$ cat src/bptc_pkg.sv
// Shared constants and register codes for the barometric compensation block.
// No dependencies; imported by bptc_div and baro_temp_pressure_compensate.
package bptc_pkg;

  // Width of both pipelined dividers, one quotient bit per stage
  localparam int DIV_W = 32;

  typedef enum logic [2:0] {
    CFG_OSS  = 3'd0,
    CFG_AC12 = 3'd1,
    CFG_AC34 = 3'd2,
    CFG_AC56 = 3'd3,
    CFG_B12  = 3'd4,
    CFG_MCMD = 3'd5
  } cfg_idx_t;

  localparam logic [11:0] T_OFFSET  = 12'd4000;
  localparam logic [31:0] U_OFFSET  = 32'd32768;
  localparam logic [15:0] P_SCALE   = 16'd50000;
  localparam logic [11:0] K_SQ      = 12'd3038;
  localparam logic [12:0] K_LIN     = 13'd7357;
  localparam logic [11:0] K_OFS     = 12'd3791;
  localparam logic [17:0] P_MAX     = 18'd262143;
  localparam logic signed [15:0] T_MAX = 16'sh7FFF;
  localparam logic signed [15:0] T_MIN = 16'sh8000;

endpackage

$ cat src/bptc_div.sv
// Pipelined unsigned restoring divider, DIV_W stages, one quotient bit each.
// Depends on bptc_pkg. Advances only when en is high.
module bptc_div import bptc_pkg::*; (
  input  logic             clk,
  input  logic             en,
  input  logic [DIV_W-1:0] num,
  input  logic [DIV_W-1:0] den,
  output logic [DIV_W-1:0] quo
);

  logic [DIV_W-1:0] rem_s [1:DIV_W];
  logic [DIV_W-1:0] num_s [1:DIV_W];
  logic [DIV_W-1:0] den_s [1:DIV_W];

  for (genvar i = 0; i < DIV_W; i++) begin : g_step
    logic [DIV_W-1:0] rem_in, num_in, den_in;
    logic [DIV_W:0]   part, diff;

    if (i == 0) begin : g_first
      assign rem_in = '0;
      assign num_in = num;
      assign den_in = den;
    end else begin : g_next
      assign rem_in = rem_s[i];
      assign num_in = num_s[i];
      assign den_in = den_s[i];
    end

    assign part = {rem_in, num_in[DIV_W-1]};
    assign diff = part - {1'b0, den_in};

    always_ff @(posedge clk) begin
      if (en) begin
        den_s[i+1] <= den_in;
        if (!diff[DIV_W]) begin
          rem_s[i+1] <= diff[DIV_W-1:0];
          num_s[i+1] <= {num_in[DIV_W-2:0], 1'b1};
        end else begin
          rem_s[i+1] <= part[DIV_W-1:0];
          num_s[i+1] <= {num_in[DIV_W-2:0], 1'b0};
        end
      end
    end
  end

  // quotient has shifted fully into the numerator word
  assign quo = num_s[DIV_W];

endmodule

$ cat config.mk
export PLATFORM = sky130hd
export DESIGN_NAME = bptc_div
export DESIGN_NICKNAME = d
export VERILOG_FILES = /design/src/bptc_pkg.sv /design/src/bptc_div.sv
export SDC_FILE = /design/constraint.sdc
export NUM_CORES = 2
export LEC_CHECK = 0
export BUFFER_PORTS_ARGS = -buffer_cell sky130_fd_sc_hd__buf_2
export CAP_MARGIN = 40
export CORE_ASPECT_RATIO = 0.7
export CORE_MARGIN = 2
export CORE_UTILIZATION = 45
export DETAILED_ROUTE_END_ITERATION = 16
export RECOVER_POWER = 25
export SLEW_MARGIN = 20
export SYNTH_ARGS = -nofsm -noshare
export SYNTH_HDL_FRONTEND = slang
export SYNTH_SLANG_ARGS = --single-unit
$ cat constraint.sdc
create_clock -name clk -period 4.45 [get_ports clk]
set_input_delay 0.89 -clock clk [delete_from_list [all_inputs] [get_ports clk]]
set_output_delay 0.89 -clock clk [all_outputs]
set_load 0.05 [all_outputs]
==> impl_metrics.env <==
export IMPL_port_buffers=97
export IMPL_endpoint="rem_s[0][355]"
export IMPL_fin_setup_tns_ns=-0.279
export IMPL_die_area_um2=343000
export IMPL_tightest_slew_ns=1.08
export IMPL_relSlewSlack=0.277
export IMPL_drv_slew=0
export IMPL_grt_max_degree=176
export IMPL_crit_slowest_cell="edfxtp_1"
export IMPL_setup_slack_ns=-0.0847
export IMPL_hold_class="input pin to register"
export IMPL_vias=97000
export IMPL_dp_cells=17100
export IMPL_power_density_nw_per_um2=732
export IMPL_hold_violations=0
export IMPL_fin_hold_ws_ns=0.191
export IMPL_async_flop_share=0
export IMPL_crit_fanout=8
export IMPL_htreeDepth=5
export IMPL_synth_main_ff_cell="edfxtp_1"
export IMPL_cp_arrival_ns=5.16
export IMPL_vdd_drop_max_uv=321
export IMPL_path_clk_slew_ns=0.07
export IMPL_dp_hpwl_mm=252
export IMPL_crit_start="num_s[0][351]"
export IMPL_track_usage=0.198
export IMPL_synth_top_area_frac=0.594
export IMPL_worst_setup_path_end_kind="register"
export IMPL_drt_total_wl_mm=349
export IMPL_period_minus_slack_ns=4.53
export IMPL_p_leak_nw=68.6
export IMPL_num_io_pins=98
export IMPL_cts_root_buf="clkbuf_16"
export IMPL_cts_tree="done"
export IMPL_ys_types=81
export IMPL_syn_inst=12400
export IMPL_drtIter0Drc=8793
export IMPL_yosys_area_top_type="edfxtp_1"
export IMPL_violations="setup timing"
export IMPL_r2r_slack_ns=-0.08
export IMPL_worstPathCellList="inv_2 -> ha_4 -> inv_2 -> fa_2 -> a211oi_4 -> o21ai_2 -> a41o_1 -> o41a_1 -> a41o_1 -> o41a_1 -> a21bo_2 -> a221oi_4 -> mux2i_4 -> buf_6 -> buf_12 -> mux2_4"
export IMPL_netlist_top_cells_area="edfxtp_1 59%, ha_1 8.2%, o21ai_0 3.2%, inv_1 3.0%, a21oi_1 2.7%"
export IMPL_period_share=1.02
export IMPL_rows=178
export IMPL_crit_required_ns=5.08
export IMPL_overflow=0
export IMPL_ant_nets=0
export IMPL_first_pass_iters=6
export IMPL_clock_sinks=3008
export IMPL_die_w_um=699
export IMPL_antenna_found_initial=29
export IMPL_coreArea_um2=336000
export IMPL_nets=14100
export IMPL_rr_startpoint="num_s[0][351]"
export IMPL_skew_ns=0.0581
export IMPL_crit_type="register to register"
export IMPL_clock_fmax_ghz=0.221
export IMPL_synthTopCellsByCount="3008 x edfxtp_1, 1210 x inv_1, 993 x ha_1"
export IMPL_ys_ff_latch=3008
export IMPL_yosysSeqAreaShare=0.594
export IMPL_r2r_cells=16
export IMPL_postSynthAreaPerCell_um2=12.3
export IMPL_r2r_end="rem_s[0][355]"
export IMPL_placed_area_um2=161000
export IMPL_final_cell_area_um2=172000
export IMPL_rsz0062_at_grt="yes"
export IMPL_place_congestion=0.922
export IMPL_setup_viol=12
export IMPL_remaining_drc_errors=0
export IMPL_crit_path_max_incr_delay_ns=0.40
export IMPL_synthToLayoutAreaGrowth_pct=13.4
export IMPL_yosysMostFrequentCell="edfxtp_1"
export IMPL_synth_area_um2=152000
export IMPL_initial_core_util=0.452
export IMPL_status="finished, violations left"
export IMPL_synthesis_nets=13500
export IMPL_clockBufferDepth=4
export IMPL_vias_per_cell=5.48
export IMPL_grt_pass1_wl_mm=542
export IMPL_routedWlPerCell_um=19.7
export IMPL_fin_cells=17700
export IMPL_start_kind="register"
export IMPL_clkLatencyLatePin_ns=0.87
export IMPL_synth_warnings=0
export IMPL_cts_buffers=315
export IMPL_synth_edf_count=3008
export IMPL_cts_hold_buf=0
export IMPL_drive_gt1_frac=0.117
export IMPL_fp_dieH_um=490
export IMPL_grt_pass1_vias=94600
export IMPL_maxCapViolations=0
## per-stage QoR
step            util  setup WS (ns)  total power, mW
2_1_floorplan      -         0.0996             81.4
4_1_cts        0.510         -0.108              125
3_5_place_dp   0.479         -0.660             97.4
6_report       0.513        -0.0847              126
3_3_place_gp   0.479         -0.649             96.3
5_1_grt        0.513         -0.229              135
## cells in the final DEF, fill, tap and decap left out, drive strengths merged, types with 145 or more instances in the layout
| cell | n |
|---|---|
| nor2 | 501 |
| xnor2 | 437 |
| edfxtp | 3008 |
| buf | 505 |
| ha | 993 |
| inv | 1226 |
| a21oi | 807 |
| xor2 | 377 |
| nand2b | 171 |
| o21ai | 989 |
| a21o | 437 |
| clkbuf | 416 |
| nand3 | 145 |
| nand2 | 977 |
| mux2 | 354 |
## kinds of logic (layout without fill, tap and decap cells)
logic type / after synthesis / count (layout) / synth area share
other: 0 / 16 / 0
DFF: 3008 / 3008 / 0.594
AOI/OAI and AO/OA: 3178 / 3178 / 0.131
xor gates and xnor gates: 814 / 814 / 0.0469
adders and majority gates: 1023 / 1023 / 0.0857
and+or+nand+nor: 2466 / 2467 / 0.0763
buffers and inverters: 1502 / 2306 / 0.0373
muxes: 397 / 397 / 0.0291
## how the worst min path moves through the flow
stage	startpoint	endpoint	slack (ns)	depth (start not counted)
after floorplan	num_s[0][967]	num_s[0][1000]	0.40	0
after global placement	num_s[0][752]	num_s[0][785]	0.40	0
after detailed placement	num_s[0][977]	num_s[0][1010]	0.40	0
after CTS	num[0]	num_s[0][33]	0.10	1
after global routing	num[15]	num_s[0][48]	0.13	1
final	num[0]	num_s[0][33]	0.19	1
## flip-flops by register name, summed over array words and instances, names as in the netlist
name and cells:
den_s 992, rem_s 992, num_s 1024
## routing by layer
metal,GRT usage,up-vias,routed length (um)
met5,0,-,0
met4,0.0539,0,9380
met3,0.0299,566,21300
met2,0.288,2560,146000
met1,0.305,47000,173000
li1,-,46900,-
## report_power, final
| part | switching (mW) | internal, mW |
|---|---|---|
| clock network | 11.1 | 15.2 |
| logic | 30.5 | 24.9 |
| registers | 3.96 | 40.6 |
## area by class of cell
class | count | area [um2]
antenna | 16 | 40.0
clock buffer | 375 | 8210
clock inverter | 174 | 1860
fill | 28600 | 164000
inverter | 1211 | 4550
multi-input combinational | 7879 | 57100
sequential | 3008 | 90300
tap | 4500 | 5630
timing repair buffer | 546 | 4760
## repair_timing
item	4_1_cts	5_1_grt
pin swaps	32	39
gates cloned	8	9
setup endpoints to repair	176	672
buffers inserted	13	19
resized for setup	99	165
endpoints found under the hold margin	0	0
## worst max-delay path, delay by kind of cell, from the launching register on
kind	cells	cell delay, ns
fa+ha+maj	2	0.52
buf+inv	4	0.42
flops	1	0.40
compound gates	8	2.30
mux	2	0.62
(Power assumes the default switching activity.)
